<file path="src/sv/srsg_pkg.sv">
// Shared types and constants for the slice RMS silence gate.
// No dependencies; every other file imports this package.
package srsg_pkg;

  // Field and counter widths
  localparam int unsigned CNT_W   = 48;
  localparam int unsigned SAMP_W  = 16;
  localparam int unsigned SQ_W    = 31;
  localparam int unsigned SUM_W   = 47;
  localparam int unsigned LEN_W   = 16;
  localparam int unsigned THR_W   = 31;
  localparam int unsigned HANG_W  = 32;
  localparam int unsigned MIN_W   = 32;
  localparam int unsigned PROD_W  = THR_W + LEN_W;
  localparam int unsigned DISP_W  = 3;
  localparam int unsigned DATA_W  = 32;
  localparam int unsigned IDX_W   = 3;

  // Slice queue between front and back
  localparam int unsigned FIFO_DEPTH = 4;
  localparam int unsigned FIFO_AW    = $clog2(FIFO_DEPTH);

  // Register reset values
  localparam logic [LEN_W-1:0]  SLICE_LEN_RST = LEN_W'(735);
  localparam logic [THR_W-1:0]  THRESHOLD_RST = THR_W'(10736763);
  localparam logic [HANG_W-1:0] HANGOVER_RST  = HANG_W'(176400);
  localparam logic [MIN_W-1:0]  MIN_CLIP_RST  = '0;

  typedef enum logic [IDX_W-1:0] {
    REG_SLICE_LEN = 3'd0,
    REG_THRESHOLD = 3'd1,
    REG_HANGOVER  = 3'd2,
    REG_MIN_CLIP  = 3'd3
  } cfg_idx_e;

  typedef enum logic [DISP_W-1:0] {
    DISP_IDLE         = 3'd0,
    DISP_START        = 3'd1,
    DISP_CONTINUE     = 3'd2,
    DISP_STOP_KEPT    = 3'd3,
    DISP_STOP_DISCARD = 3'd4
  } disp_e;

  typedef struct packed {
    logic [LEN_W-1:0]  slice_len;
    logic [THR_W-1:0]  threshold;
    logic [HANG_W-1:0] hangover;
    logic [MIN_W-1:0]  min_clip;
  } cfg_t;

  // One closed slice, as handed from front to back
  typedef struct packed {
    logic [SUM_W-1:0] sum;
    logic [LEN_W-1:0] n;
    logic [CNT_W-1:0] total;
    logic             eos;
  } slice_t;

endpackage

</file>
<file path="src/sv/srsg_front.sv">
// Front end: squares each sample and accumulates slices, pushing closed slices.
// Depends on srsg_pkg.
module srsg_front (
  input  logic                        clk_i,
  input  logic                        rst_ni,
  input  logic                        in_valid_i,
  output logic                        in_stall_o,
  input  logic signed [15:0]          sample_i,
  input  logic                        end_of_stream_i,
  input  logic [srsg_pkg::LEN_W-1:0]  slice_len_i,
  input  logic                        fifo_full_i,
  output logic                        push_o,
  output srsg_pkg::slice_t            push_data_o
);
  import srsg_pkg::*;

  logic              s1_valid_q;
  logic [SQ_W-1:0]   s1_sq_q;
  logic              s1_eos_q;
  logic [SUM_W-1:0]  sum_q;
  logic [LEN_W-1:0]  cnt_q;
  logic [CNT_W-1:0]  tot_q;

  logic signed [31:0] sq_full;
  logic               in_acc;
  logic               s1_go;
  logic [SUM_W-1:0]   sum_new;
  logic [LEN_W-1:0]   cnt_new;
  logic [CNT_W-1:0]   tot_new;
  logic               slice_end;

  // Hold the input while the squared sample cannot move on
  assign s1_go      = s1_valid_q && !fifo_full_i;
  assign in_stall_o = s1_valid_q && fifo_full_i;
  assign in_acc     = in_valid_i && !in_stall_o;
  assign sq_full    = sample_i * sample_i;

  // Accumulate and detect the slice end
  assign sum_new   = sum_q + SUM_W'(s1_sq_q);
  assign cnt_new   = cnt_q + LEN_W'(1);
  assign tot_new   = tot_q + CNT_W'(1);
  assign slice_end = (cnt_new >= slice_len_i) || s1_eos_q;

  assign push_o            = s1_go && slice_end;
  assign push_data_o.sum   = sum_new;
  assign push_data_o.n     = cnt_new;
  assign push_data_o.total = tot_new;
  assign push_data_o.eos   = s1_eos_q;

  always_ff @(posedge clk_i or negedge rst_ni) begin
    if (!rst_ni) begin
      s1_valid_q <= 1'b0;
      s1_sq_q    <= '0;
      s1_eos_q   <= 1'b0;
      sum_q      <= '0;
      cnt_q      <= '0;
      tot_q      <= '0;
    end else begin
      // Square stage
      if (in_acc) begin
        s1_valid_q <= 1'b1;
        s1_sq_q    <= sq_full[SQ_W-1:0];
        s1_eos_q   <= end_of_stream_i;
      end else if (s1_go) begin
        s1_valid_q <= 1'b0;
      end
      // Accumulate stage; clear the slice on its end, everything on end of stream
      if (s1_go) begin
        if (slice_end) begin
          sum_q <= '0;
          cnt_q <= '0;
        end else begin
          sum_q <= sum_new;
          cnt_q <= cnt_new;
        end
        tot_q <= s1_eos_q ? '0 : tot_new;
      end
    end
  end

  a_push_nonempty: assert property (@(posedge clk_i) disable iff (!rst_ni)
    push_o |-> (push_data_o.n != '0))
    else $error("front pushed an empty slice");

endmodule

</file>
<file path="src/sv/srsg_fifo.sv">
// Short register queue of closed slices between front and back.
// Depends on srsg_pkg.
module srsg_fifo (
  input  logic              clk_i,
  input  logic              rst_ni,
  input  logic              push_i,
  input  srsg_pkg::slice_t  data_i,
  output logic              full_o,
  input  logic              pop_i,
  output logic              valid_o,
  output srsg_pkg::slice_t  data_o
);
  import srsg_pkg::*;

  slice_t               mem_q [FIFO_DEPTH];
  logic [FIFO_AW-1:0]   wr_ptr_q;
  logic [FIFO_AW-1:0]   rd_ptr_q;
  logic [FIFO_AW:0]     cnt_q;

  assign full_o  = (cnt_q == (FIFO_AW+1)'(FIFO_DEPTH));
  assign valid_o = (cnt_q != '0);
  assign data_o  = mem_q[rd_ptr_q];

  // Write at tail
  always_ff @(posedge clk_i) begin
    if (push_i) begin
      mem_q[wr_ptr_q] <= data_i;
    end
  end

  // Advance pointers and fill count
  always_ff @(posedge clk_i or negedge rst_ni) begin
    if (!rst_ni) begin
      wr_ptr_q <= '0;
      rd_ptr_q <= '0;
      cnt_q    <= '0;
    end else begin
      if (push_i) begin
        wr_ptr_q <= wr_ptr_q + FIFO_AW'(1);
      end
      if (pop_i) begin
        rd_ptr_q <= rd_ptr_q + FIFO_AW'(1);
      end
      if (push_i && !pop_i) begin
        cnt_q <= cnt_q + (FIFO_AW+1)'(1);
      end else if (pop_i && !push_i) begin
        cnt_q <= cnt_q - (FIFO_AW+1)'(1);
      end
    end
  end

  a_no_overflow: assert property (@(posedge clk_i) disable iff (!rst_ni)
    !(push_i && full_o))
    else $error("slice queue overflow");

  a_no_underflow: assert property (@(posedge clk_i) disable iff (!rst_ni)
    !(pop_i && !valid_o))
    else $error("slice queue underflow");

endmodule

</file>
<file path="src/sv/srsg_back.sv">
// Back end: loudness test per slice, gate machine and output register.
// Depends on srsg_pkg.
module srsg_back (
  input  logic                        clk_i,
  input  logic                        rst_ni,
  input  srsg_pkg::cfg_t              cfg_i,
  input  logic                        fifo_valid_i,
  input  srsg_pkg::slice_t            fifo_data_i,
  output logic                        pop_o,
  output logic                        out_valid_o,
  input  logic                        out_stall_i,
  output logic [srsg_pkg::DISP_W-1:0] disposition_o,
  output logic [srsg_pkg::LEN_W-1:0]  slice_samples_o,
  output logic [srsg_pkg::CNT_W-1:0]  stream_position_o,
  output logic [srsg_pkg::CNT_W-1:0]  clip_length_o,
  output logic                        run_end_o
);
  import srsg_pkg::*;

  // Product stage
  logic              x_valid_q;
  logic [SUM_W-1:0]  x_sum_q;
  logic [PROD_W-1:0] x_prod_q;
  logic [LEN_W-1:0]  x_n_q;
  logic [CNT_W-1:0]  x_tot_q;
  logic              x_eos_q;

  // Gate state
  logic              rec_q;
  logic              pend_q;
  logic [CNT_W-1:0]  cut_q;
  logic [CNT_W-1:0]  quiet_q;

  // Output register
  logic              out_valid_q;
  disp_e             out_disp_q;
  logic [LEN_W-1:0]  out_n_q;
  logic [CNT_W-1:0]  out_pos_q;
  logic [CNT_W-1:0]  out_clip_q;
  logic              out_run_end_q;

  logic              out_free;
  logic              gate_go;
  logic              loud;
  logic [CNT_W-1:0]  hang_ext;
  logic [CNT_W-1:0]  clip;
  disp_e             stop_disp;
  logic [CNT_W-1:0]  cut_add;
  logic [CNT_W-1:0]  quiet_add;
  disp_e             j_disp;
  logic [CNT_W-1:0]  j_clip;
  logic              rec_j;
  logic [CNT_W-1:0]  cut_j;
  logic [CNT_W-1:0]  quiet_j;

  assign out_free = !out_valid_q || !out_stall_i;
  assign gate_go  = out_free && !pend_q && x_valid_q;
  assign pop_o    = fifo_valid_i && (!x_valid_q || gate_go);

  // Stop length after the hangover cut, and its keep or discard verdict
  assign hang_ext  = CNT_W'(cfg_i.hangover);
  assign clip      = (cut_q > hang_ext) ? (cut_q - hang_ext) : '0;
  assign stop_disp = ((cfg_i.min_clip != '0) && (clip < CNT_W'(cfg_i.min_clip))) ?
                     DISP_STOP_DISCARD : DISP_STOP_KEPT;

  assign loud      = x_sum_q > x_prod_q;
  assign cut_add   = cut_q + CNT_W'(x_n_q);
  assign quiet_add = quiet_q + CNT_W'(x_n_q);

  // Judge one slice
  always_comb begin
    rec_j   = rec_q;
    cut_j   = cut_q;
    quiet_j = quiet_q;
    j_disp  = DISP_IDLE;
    j_clip  = cut_q;
    if (rec_q) begin
      if (quiet_q > hang_ext) begin
        j_disp  = stop_disp;
        j_clip  = clip;
        rec_j   = 1'b0;
        cut_j   = '0;
        quiet_j = '0;
      end else begin
        j_disp  = DISP_CONTINUE;
        j_clip  = cut_add;
        cut_j   = cut_add;
        quiet_j = loud ? '0 : quiet_add;
      end
    end else if (loud) begin
      j_disp = DISP_START;
      rec_j  = 1'b1;
    end
  end

  // Load the product stage from the queue head
  always_ff @(posedge clk_i or negedge rst_ni) begin
    if (!rst_ni) begin
      x_valid_q <= 1'b0;
      x_sum_q   <= '0;
      x_prod_q  <= '0;
      x_n_q     <= '0;
      x_tot_q   <= '0;
      x_eos_q   <= 1'b0;
    end else begin
      if (pop_o) begin
        x_valid_q <= 1'b1;
        x_sum_q   <= fifo_data_i.sum;
        x_prod_q  <= PROD_W'(cfg_i.threshold) * PROD_W'(fifo_data_i.n);
        x_n_q     <= fifo_data_i.n;
        x_tot_q   <= fifo_data_i.total;
        x_eos_q   <= fifo_data_i.eos;
      end else if (gate_go) begin
        x_valid_q <= 1'b0;
      end
    end
  end

  // Advance the gate and fill the output register
  always_ff @(posedge clk_i or negedge rst_ni) begin
    if (!rst_ni) begin
      rec_q         <= 1'b0;
      pend_q        <= 1'b0;
      cut_q         <= '0;
      quiet_q       <= '0;
      out_valid_q   <= 1'b0;
      out_disp_q    <= DISP_IDLE;
      out_n_q       <= '0;
      out_pos_q     <= '0;
      out_clip_q    <= '0;
      out_run_end_q <= 1'b0;
    end else if (out_free) begin
      out_valid_q <= 1'b0;
      if (pend_q) begin
        // Forced stop at end of stream; position stays that of the last slice
        out_valid_q   <= 1'b1;
        out_disp_q    <= stop_disp;
        out_n_q       <= '0;
        out_clip_q    <= clip;
        out_run_end_q <= 1'b1;
        rec_q         <= 1'b0;
        cut_q         <= '0;
        quiet_q       <= '0;
        pend_q        <= 1'b0;
      end else if (x_valid_q) begin
        out_valid_q   <= 1'b1;
        out_disp_q    <= j_disp;
        out_n_q       <= x_n_q;
        out_pos_q     <= x_tot_q;
        out_clip_q    <= j_clip;
        out_run_end_q <= !(x_eos_q && rec_j);
        if (x_eos_q && !rec_j) begin
          rec_q   <= 1'b0;
          cut_q   <= '0;
          quiet_q <= '0;
        end else begin
          rec_q   <= rec_j;
          cut_q   <= cut_j;
          quiet_q <= quiet_j;
          pend_q  <= x_eos_q;
        end
      end
    end
  end

  assign out_valid_o       = out_valid_q;
  assign disposition_o     = out_disp_q;
  assign slice_samples_o   = out_n_q;
  assign stream_position_o = out_pos_q;
  assign clip_length_o     = out_clip_q;
  assign run_end_o         = out_run_end_q;

  a_pend_recording: assert property (@(posedge clk_i) disable iff (!rst_ni)
    pend_q |-> rec_q)
    else $error("forced stop pending while not recording");

  a_idle_counts_clear: assert property (@(posedge clk_i) disable iff (!rst_ni)
    !rec_q |-> (cut_q == '0 && quiet_q == '0))
    else $error("clip counters not clear while idle");

  a_forced_stop: assert property (@(posedge clk_i) disable iff (!rst_ni)
    (pend_q && out_free) |=> (out_valid_q && out_run_end_q && out_n_q == '0 && !rec_q))
    else $error("forced stop not issued as a final empty-slice result");

endmodule

</file>
<file path="src/sv/slice_rms_silence_gate.sv">
// Top level of the slice RMS silence gate: configuration registers and wiring.
// Depends on srsg_pkg, srsg_front, srsg_fifo and srsg_back.
//
//  channel  | handshake                  | payload
//  ---------+----------------------------+------------------------------------------
//  in       | in_valid_i / in_stall_o    | sample_i, end_of_stream_i
//  out      | out_valid_o / out_stall_i  | disposition_o, slice_samples_o,
//           |                            | stream_position_o, clip_length_o, run_end_o
//  cfg      | cfg_we_i                   | cfg_index_i, cfg_data_i
//
// One sample is taken per cycle unless in_stall_o holds the input; a slice result is offered once it
// has passed the square reg, accumulation into the queue, the threshold product and the output reg.
// End of stream while recording adds a forced-stop word after the slice's own result.
// The four-entry slice queue lets the front keep accepting while the output stalls, until it fills.
// Reset clears all counters and the gate; registers return to their reset values.
module slice_rms_silence_gate (
  input  logic                         clk_i,
  input  logic                         rst_ni,
  input  logic                         in_valid_i,
  output logic                         in_stall_o,
  input  logic signed [15:0]           sample_i,
  input  logic                         end_of_stream_i,
  output logic                         out_valid_o,
  input  logic                         out_stall_i,
  output logic [srsg_pkg::DISP_W-1:0]  disposition_o,
  output logic [srsg_pkg::LEN_W-1:0]   slice_samples_o,
  output logic [srsg_pkg::CNT_W-1:0]   stream_position_o,
  output logic [srsg_pkg::CNT_W-1:0]   clip_length_o,
  output logic                         run_end_o,
  input  logic                         cfg_we_i,
  input  logic [srsg_pkg::IDX_W-1:0]   cfg_index_i,
  input  logic [srsg_pkg::DATA_W-1:0]  cfg_data_i
);
  import srsg_pkg::*;

  cfg_t   cfg_q;
  logic   push;
  slice_t push_data;
  logic   fifo_full;
  logic   fifo_valid;
  slice_t fifo_data;
  logic   pop;

  // Write configuration registers; ignore unknown indexes
  always_ff @(posedge clk_i or negedge rst_ni) begin
    if (!rst_ni) begin
      cfg_q.slice_len <= SLICE_LEN_RST;
      cfg_q.threshold <= THRESHOLD_RST;
      cfg_q.hangover  <= HANGOVER_RST;
      cfg_q.min_clip  <= MIN_CLIP_RST;
    end else if (cfg_we_i) begin
      case (cfg_idx_e'(cfg_index_i))
        REG_SLICE_LEN: cfg_q.slice_len <= cfg_data_i[LEN_W-1:0];
        REG_THRESHOLD: cfg_q.threshold <= cfg_data_i[THR_W-1:0];
        REG_HANGOVER:  cfg_q.hangover  <= cfg_data_i[HANG_W-1:0];
        REG_MIN_CLIP:  cfg_q.min_clip  <= cfg_data_i[MIN_W-1:0];
        default: ;
      endcase
    end
  end

  srsg_front u_front (
    .clk_i           (clk_i),
    .rst_ni          (rst_ni),
    .in_valid_i      (in_valid_i),
    .in_stall_o      (in_stall_o),
    .sample_i        (sample_i),
    .end_of_stream_i (end_of_stream_i),
    .slice_len_i     (cfg_q.slice_len),
    .fifo_full_i     (fifo_full),
    .push_o          (push),
    .push_data_o     (push_data)
  );

  srsg_fifo u_fifo (
    .clk_i   (clk_i),
    .rst_ni  (rst_ni),
    .push_i  (push),
    .data_i  (push_data),
    .full_o  (fifo_full),
    .pop_i   (pop),
    .valid_o (fifo_valid),
    .data_o  (fifo_data)
  );

  srsg_back u_back (
    .clk_i             (clk_i),
    .rst_ni            (rst_ni),
    .cfg_i             (cfg_q),
    .fifo_valid_i      (fifo_valid),
    .fifo_data_i       (fifo_data),
    .pop_o             (pop),
    .out_valid_o       (out_valid_o),
    .out_stall_i       (out_stall_i),
    .disposition_o     (disposition_o),
    .slice_samples_o   (slice_samples_o),
    .stream_position_o (stream_position_o),
    .clip_length_o     (clip_length_o),
    .run_end_o         (run_end_o)
  );

endmodule
</file>
<file path="config.mk">
export PLATFORM = sky130hd
export DESIGN_NAME = slice_rms_silence_gate
export DESIGN_NICKNAME = d
export VERILOG_FILES = /design/src/sv/srsg_pkg.sv /design/src/sv/srsg_front.sv /design/src/sv/srsg_fifo.sv /design/src/sv/srsg_back.sv /design/src/sv/slice_rms_silence_gate.sv
export SDC_FILE = /design/constraint.sdc
export NUM_CORES = 2
export LEC_CHECK = 0
export BUFFER_PORTS_ARGS = -buffer_cell sky130_fd_sc_hd__buf_2
export CAP_MARGIN = 15
export CORE_AREA = 2 2 470 472
export DETAILED_ROUTE_END_ITERATION = 10
export DIE_AREA = 0 0 472 474
export SYNTH_ARGS = -nofsm -noshare
export SYNTH_HDL_FRONTEND = slang
export SYNTH_SLANG_ARGS = --single-unit
export TNS_END_PERCENT = 5
</file>
<file path="constraint.sdc">
create_clock -name clk_i -period 8.4 [get_ports clk_i]
set_input_delay 1.68 -clock clk_i [delete_from_list [all_inputs] [get_ports clk_i]]
set_output_delay 1.68 -clock clk_i [all_outputs]
set_load 0.01 [all_outputs]
</file>
# ---- Word-level counts from Yosys, hierarchy flattened
# Memories as Yosys holds them, arrays and structs flattened.
# Cells that the tools add are included.
dict set report word_totals {
  memories 1
  ramBits 448
  ff_bits 637
  word_cells 140
  input_bits 57
}
dict set report classes {
  reduce_logical 40
  mux 48
  add_sub_neg 10
  eq_ne 4
  multipliers 2
  bitwise_logic 1
  magnitude_cmp 5
}
# name words word_bits rd rd_ports_with_merged_regs write_ports line
set mem_list {}
lappend mem_list {u_fifo.mem_q 4 112 1 0 1 srsg_fifo.sv:15} ;# slice_t mem_q [FIFO_DEPTH];
# op n
set op_table {}
lappend op_table {{48-bit 2-to-1 mux} 17}
lappend op_table {{48-bit by 16-bit adder with 48-bit output} 2}
lappend op_table {{48-bit by 32-bit > comparator with 1-bit output} 2}
lappend op_table {{48-bit by 1-bit adder with 48-bit output (second input constant)} 1}
lappend op_table {{48-bit by 32-bit < comparator with 1-bit output} 1}
lappend op_table {{16-bit 2-to-1 mux} 3}
lappend op_table {{48-bit by 32-bit subtractor with 48-bit output} 1}
lappend op_table {{47-bit by 31-bit adder with 47-bit output} 1}
lappend op_table {{47-bit > comparator} 1}
lappend op_table {{31-bit by 16-bit multiplier with 47-bit output} 1}
lappend op_table {{47-bit 2-to-1 mux} 1}
lappend op_table {{32-bit nonzero test} 1}
lappend op_table {{16-bit by 16-bit multiplier with 31-bit output} 1}
lappend op_table {{3-bit 2-to-1 mux} 7}
lappend op_table {{1-bit 2-to-1 mux} 20}
lappend op_table {{16-bit by 1-bit adder with 16-bit output (second input constant)} 1}
lappend op_table {{16-bit >= comparator} 1}
lappend op_table {{1-bit logical AND} 12}
lappend op_table {{1-bit zero test} 10}
lappend op_table {{2-bit AND reduction} 5}
lappend op_table {{2-bit nonzero test} 4}
lappend op_table {{3-bit by 2-bit == test with 1-bit output (second input constant)} 2}
lappend op_table {{3-bit AND reduction} 2}
lappend op_table {{3-bit nonzero test} 2}
lappend op_table {{8 further kinds} 11}

# ---- Depth between registers and ports, before layout
dict set report depth {
  word_depth 9
  depth_mapped 29
  mapped_depth_nobuf 26
}

# ---- Hierarchy
# A second synthesis with hierarchy kept.
dict set report unflattened {
  hier_cells 7432
  hier_area_um2 76943.8
}
# module n_inst area_each_um2 cells_per_inst seq_area_each_um2
set by_module_without_submodules {}
lappend by_module_without_submodules {srsg_back 1 38366.8 4537 9384.0}
lappend by_module_without_submodules {srsg_front 1 17834.6 2038 3578.4}
lappend by_module_without_submodules {srsg_fifo 1 16544.6 620 13628.1}
lappend by_module_without_submodules {slice_rms_silence_gate 1 4197.8 237 2812.7}

# ---- Worst setup path after synthesis
# OpenSTA, ideal clock, no wires.
dict set report synth_path {
  path_kind {input to register}
  from {input sample_i[1]}
  to {register u_front.s1_sq_q[30]}
  stages 24
  n_path_buf 2
  setup_slack_ns 0.567
  arrival_ns 7.703
  path_cell_list {clkbuf_1 > clkbuf_1 > nand2_1 > fa_1 > inv_1 > fa_1 > inv_1 > fa_1 > fa_1 > fa_1 > inv_1 > fa_1 > ha_1 > a21o_1 > a21oi_1 > nor2b_1 > or4_1 > o31ai_1 > o21ai_1 > o31ai_1 > a21oi_1 > a21oi_1 > xnor2_1 > o21ai_1}
}
dict set report synth_via {
  elab_chain_cells 1
}
# element line
set synth_rtl {}
lappend synth_rtl {{start, declared} slice_rms_silence_gate.sv:21} ;# input logic signed [15:0] sample_i,
lappend synth_rtl {{16-bit by 16-bit multiplier with 31-bit output} srsg_front.sv:36} ;# assign sq_full = sample_i * sample_i;
lappend synth_rtl {{end signal, assigned} srsg_front.sv:62} ;# s1_sq_q <= sq_full[SQ_W-1:0];
lappend synth_rtl {{end, declared} srsg_front.sv:18} ;# logic [SQ_W-1:0] s1_sq_q;
# Every way passes these cells.
# A chain may end at the register's enable or synchronous reset.

# ---- Worst setup path in the final report
dict set report layout_path {
  from {register u_fifo.rd_ptr_q[0]}
  to {register u_back.x_prod_q[40]}
}
dict set report layout_via {
  elab_chain_cells 2
}
# element line
set layout_rtl {}
lappend layout_rtl {{start, declared} srsg_fifo.sv:17} ;# logic [FIFO_AW-1:0] rd_ptr_q;
lappend layout_rtl {{start signal, assigned} srsg_fifo.sv:42} ;# rd_ptr_q <= rd_ptr_q + FIFO_AW'(1);
lappend layout_rtl {{memory 4 x 112 bit} n/a}
lappend layout_rtl {{31-bit by 16-bit multiplier with 47-bit output} srsg_back.sv:109} ;# x_prod_q <= PROD_W'(cfg_i.threshold) * PROD_W'(fifo_data_i.n);
lappend layout_rtl {{end signal, assigned} srsg_back.sv:109}
lappend layout_rtl {{end, declared} srsg_back.sv:23} ;# logic [PROD_W-1:0] x_prod_q;
# Every way passes these cells.

==> summary.md <==
The flow ran to the end, but the final reports show violations. The checks that failed: design-rule violations. Data on the critical path is required at its endpoint by 8.93 ns.

The wire-length estimate of the detail-placed layout is 155000 microns. The run gives 0 as the number of setup violations in the final report. In this design, the stage delay of the slowest critical-path cell is 0.82 ns.

After global routing the overflow that remains totals 0. The final layout net count was 8619. In this run, post-CTS repair resized a total of 0 instances. In this run, synthesis inferred 448 flip-flops with an integrated enable. In the routed layout, each cell is associated on average with a via count of 5.21. The tools report the number of global-route vias before repair as 56000.

STA classifies the critical path startpoint as a flop. In the post-synthesis netlist, the biggest area contributors are sky130_fd_sc_hd__dfrtp_1, sky130_fd_sc_hd__edfxtp_1, sky130_fd_sc_hd__fa_1. Source of the worst register-to-register timing path: u_fifo.rd_ptr_q[0]. The floorplan step defined a die boundary enclosing 224000 sq um. The run gives 54600 as the total number of vias.

The core region is 219000 sq um. The run gives 0 as the number of pins with negative max-slew slack in the final report. The final hold violation count came out at 0. The weighted congestion at the end of routability-driven global placement was 0.934; the clock skew after layout was 0.0921 ns.

The post-route setup TNS was 0 ns; the global-route track usage on met2 was 0.304. The share of synthesized registers carrying an async set or reset came out at 0.587. The number of rows in the core area was 172; the sequential cell area fraction in the yosys report was 0.385. The tools report the met3 track utilization from global routing as 0.0260. The synthesized flop and latch total is 1084. The number of inserted filler cells in the final layout was 21400. The fraction of final layout cells with drive strength greater than 1 came out at 0.0960.

STA classifies the critical path endpoint as a flop. The initial antenna violation count was 5. On the critical path, the stage with the largest delay is an instance of sky130_fd_sc_hd__mux4_2.

The initial core utilization came out at 0.349. Among all cell types in the netlist, the one instantiated most often is sky130_fd_sc_hd__nand2_1. The first global-routing pass estimated 330000 microns of wire.

The tools report the number of buffers on the longest clock path as 3. Worst max-slew margin expressed relative to the limit: 0.213. The startpoint of the worst setup timing path is u_fifo.rd_ptr_q[0].

Entering global routing, the biggest net connects 162 pins. The share of Yosys cell area claimed by the top area cell type came out at 0.199. The first routing iteration left 4352 violations. The tools report the hold path startpoint as u_back.x_tot_q[17]. The die is 474 microns tall. Number of levels the H-tree was split into: 3.

The tool flagged a number of max-cap violations equal to 0. After synthesis, the mean cell area works out to 10.3 sq um. The setup path with the least slack is of type reg2reg. The mean routed wirelength per cell is 20.1 microns. The min-delay analysis places its worst path in the category reg2reg. The final layout contains routed wiring with a total length of 211000 microns. For the finished layout, the period the worst path requires is 7.96 ns. Counting distinct cell types in the post-synthesis netlist gives 96.

The tools report the met1 track demand over resource in global routing as 0.260. From left edge to right edge, the die measures 472 microns. Input and output buffers added on the ports amount to 174. Largest area contributor in the synthesized netlist: sky130_fd_sc_hd__dfrtp_1. The tree built by TritonCTS fans out to 1084 sinks.

The largest fanout of any net on the critical path came out at 19. Setup repair after global routing left no endpoint under its margin. The run gives 76300 sq um as the post-synthesis instance area. The first TritonRoute pass finished after 8 iterations. Counting instances in the post-synthesis netlist gives the leading cell types as sky130_fd_sc_hd__nand2_1, sky130_fd_sc_hd__inv_1, sky130_fd_sc_hd__fa_1. The most numerous cell type found on the critical path is sky130_fd_sc_hd__fa_1. The clock tree root buffer cell is sky130_fd_sc_hd__clkbuf_16. Synthesis produced a netlist with a net count of 8561. Number of antenna-violating nets in the routed design: 0. The number of standard cells after synthesis was 7433. In this run the most used layer during global routing was met2. At the worst endpoint, the arrival time is 8.50 ns. The tools report the clock insertion delay at the later pin of the skew report as 0.77 ns.

The number of hold buffers added after cts came out at 0. TritonCTS built the clock tree. Static timing analysis puts the maximum clock frequency at 0.126 GHz. The top-level I/O count is 175. The share of the cycle needed by the critical path after routing was 0.948; the aggregate global-route resource usage was 0.187.

Yosys printed 0 warnings. At the pin with the least slew margin, the transition time is 1.18 ns. In the routed design, unresolved DRC markers number 2. The register clock-pin slew on the reported worst setup and hold paths was 0.06 ns; the number of CTS-inserted buffers was 116.

The post-synthesis to final-layout area growth works out to 10.6%. The primary flip-flop cell chosen by synthesis mapping is sky130_fd_sc_hd__dfrtp_1. Once the clock tree was built, the setup fixing pass inserted 0 buffers.
[layer usage]
metal  part of all wire  routed length, microns
met5            0.00022                      46
met4              0.033                    6890
met3              0.060                   12600
met2               0.46                   97200
met1               0.45                   93900
[metrics by stage]
| stage | setup slack [ns] | std cells | hold slack [ns] | area, sq um | utilization |
|---|---|---|---|---|---|
| after floorplan | 0.567 | 7433 | 0.439 | 76300 | - |
| after global routing | 0.0207 | 10500 | 0.491 | 84400 | 0.386 |
| final | 0.436 | 10500 | 0.468 | 84400 | 0.386 |
| after CTS | 0.472 | 10500 | 0.470 | 84300 | 0.386 |
| after global placement | 0.384 | 10200 | 0.450 | 80500 | 0.368 |
| after detailed placement | 0.204 | 10200 | 0.455 | 80500 | 0.368 |
[cells in the final DEF (no fill, tap or decap), types with 29 or more instances in the layout]
master	netlist	final
sky130_fd_sc_hd__o21ai_1	34	32
sky130_fd_sc_hd__edfxtp_1	448	448
sky130_fd_sc_hd__a31oi_1	45	45
sky130_fd_sc_hd__dfrtp_1	608	606
sky130_fd_sc_hd__o21a_1	45	45
sky130_fd_sc_hd__a21o_1	102	102
sky130_fd_sc_hd__a21oi_1	257	255
sky130_fd_sc_hd__nor2_1	260	254
sky130_fd_sc_hd__o211ai_1	29	29
sky130_fd_sc_hd__fa_1	641	641
sky130_fd_sc_hd__nor3_1	69	68
sky130_fd_sc_hd__a22o_1	46	46
sky130_fd_sc_hd__nand4_1	59	59
sky130_fd_sc_hd__and3_1	81	77
sky130_fd_sc_hd__clkinv_2	0	29
sky130_fd_sc_hd__inv_1	910	909
sky130_fd_sc_hd__ha_1	430	430
sky130_fd_sc_hd__xor2_1	106	106
sky130_fd_sc_hd__nand2_1	1336	1333
sky130_fd_sc_hd__a211oi_1	30	30
sky130_fd_sc_hd__nand2b_1	40	40
sky130_fd_sc_hd__clkbuf_1	296	36
sky130_fd_sc_hd__o21ai_0	388	388
sky130_fd_sc_hd__nand3_1	107	107
sky130_fd_sc_hd__clkbuf_16	0	117
sky130_fd_sc_hd__mux4_2	112	112
sky130_fd_sc_hd__buf_4	0	88
sky130_fd_sc_hd__mux2_2	74	74
sky130_fd_sc_hd__o31ai_1	71	71
sky130_fd_sc_hd__buf_2	5	173
sky130_fd_sc_hd__xnor2_1	140	140
sky130_fd_sc_hd__and2_1	290	289
[registers in the layout, summed over array words and instances (netlist names), 2 cells and up]
register and flops:
u_front.s1_sq_q 30, u_back.disposition_o 3, u_fifo.wr_ptr_q 2, u_fifo.cnt_q 3, u_back.quiet_q 48, u_back.clip_length_o 48, cfg_q 111, u_front.sum_q 47
u_back.x_n_q 16, u_fifo.mem_q 448, u_back.slice_samples_o 16, u_back.cut_q 48, u_front.cnt_q 16, u_fifo.rd_ptr_q 2, u_back.stream_position_o 48, u_back.x_sum_q 47
u_back.x_prod_q 47, u_front.tot_q 48, u_back.x_tot_q 48
[cell type report]
cell class	instances	area, sq um	share of cell area
multi-input combinational	5105	42400	0.502
sequential	1084	29400	0.348
antenna	3	7.51	0.0000890
inverter	912	3430	0.0406
timing repair buffer	272	1750	0.0207
tap	2871	3590	0.0426
clock inverter	56	621	0.00735
clock buffer	164	3210	0.0381
[logic make-up (layout without fill, tap and decap cells)]
family | count (synthesis) | in the layout | synth area share
simple gates | 2363 | 2363 | 0.140
buf+inv | 1245 | 1404 | 0.0615
mux | 197 | 198 | 0.0454
fa+ha+maj | 1071 | 1071 | 0.239
other cells | 0 | 3 | 0
compound gates | 1227 | 1227 | 0.101
flops | 1084 | 1084 | 0.385
xor+xnor | 246 | 246 | 0.0282
[critical path: cells and delay by family (launching register included)]
kind | cells | cell delay, ns
AO/OA/AOI/OAI | 9 | 1.77
buffers and inverters | 5 | 0.34
multiplexers | 1 | 0.82
flip-flops | 1 | 0.68
adder cells (fa/ha/maj) | 7 | 3.34
AND/OR/NAND/NOR | 3 | 0.77
[worst paths after layout]
| check | endpoint | slack [ns] | depth (start not counted) |
|---|---|---|---|
| worst max-delay path | u_back.x_prod_q[40] | 0.44 | 25 |
| worst min-delay path | u_back.stream_position_o[17] | 0.47 | 2 |
| worst max register to register | u_back.x_prod_q[40] | 0.44 | 25 |
| worst min register to register | u_back.stream_position_o[17] | 0.47 | 2 |
| max in group asynchronous | cfg_q[72] | 5.82 | 2 |
| min in group asynchronous | u_back.stream_position_o[38] | 1.00 | 1 |
Power is not shown: default switching activity piles up to over one toggle a cycle in this logic, so the estimate is an artifact.
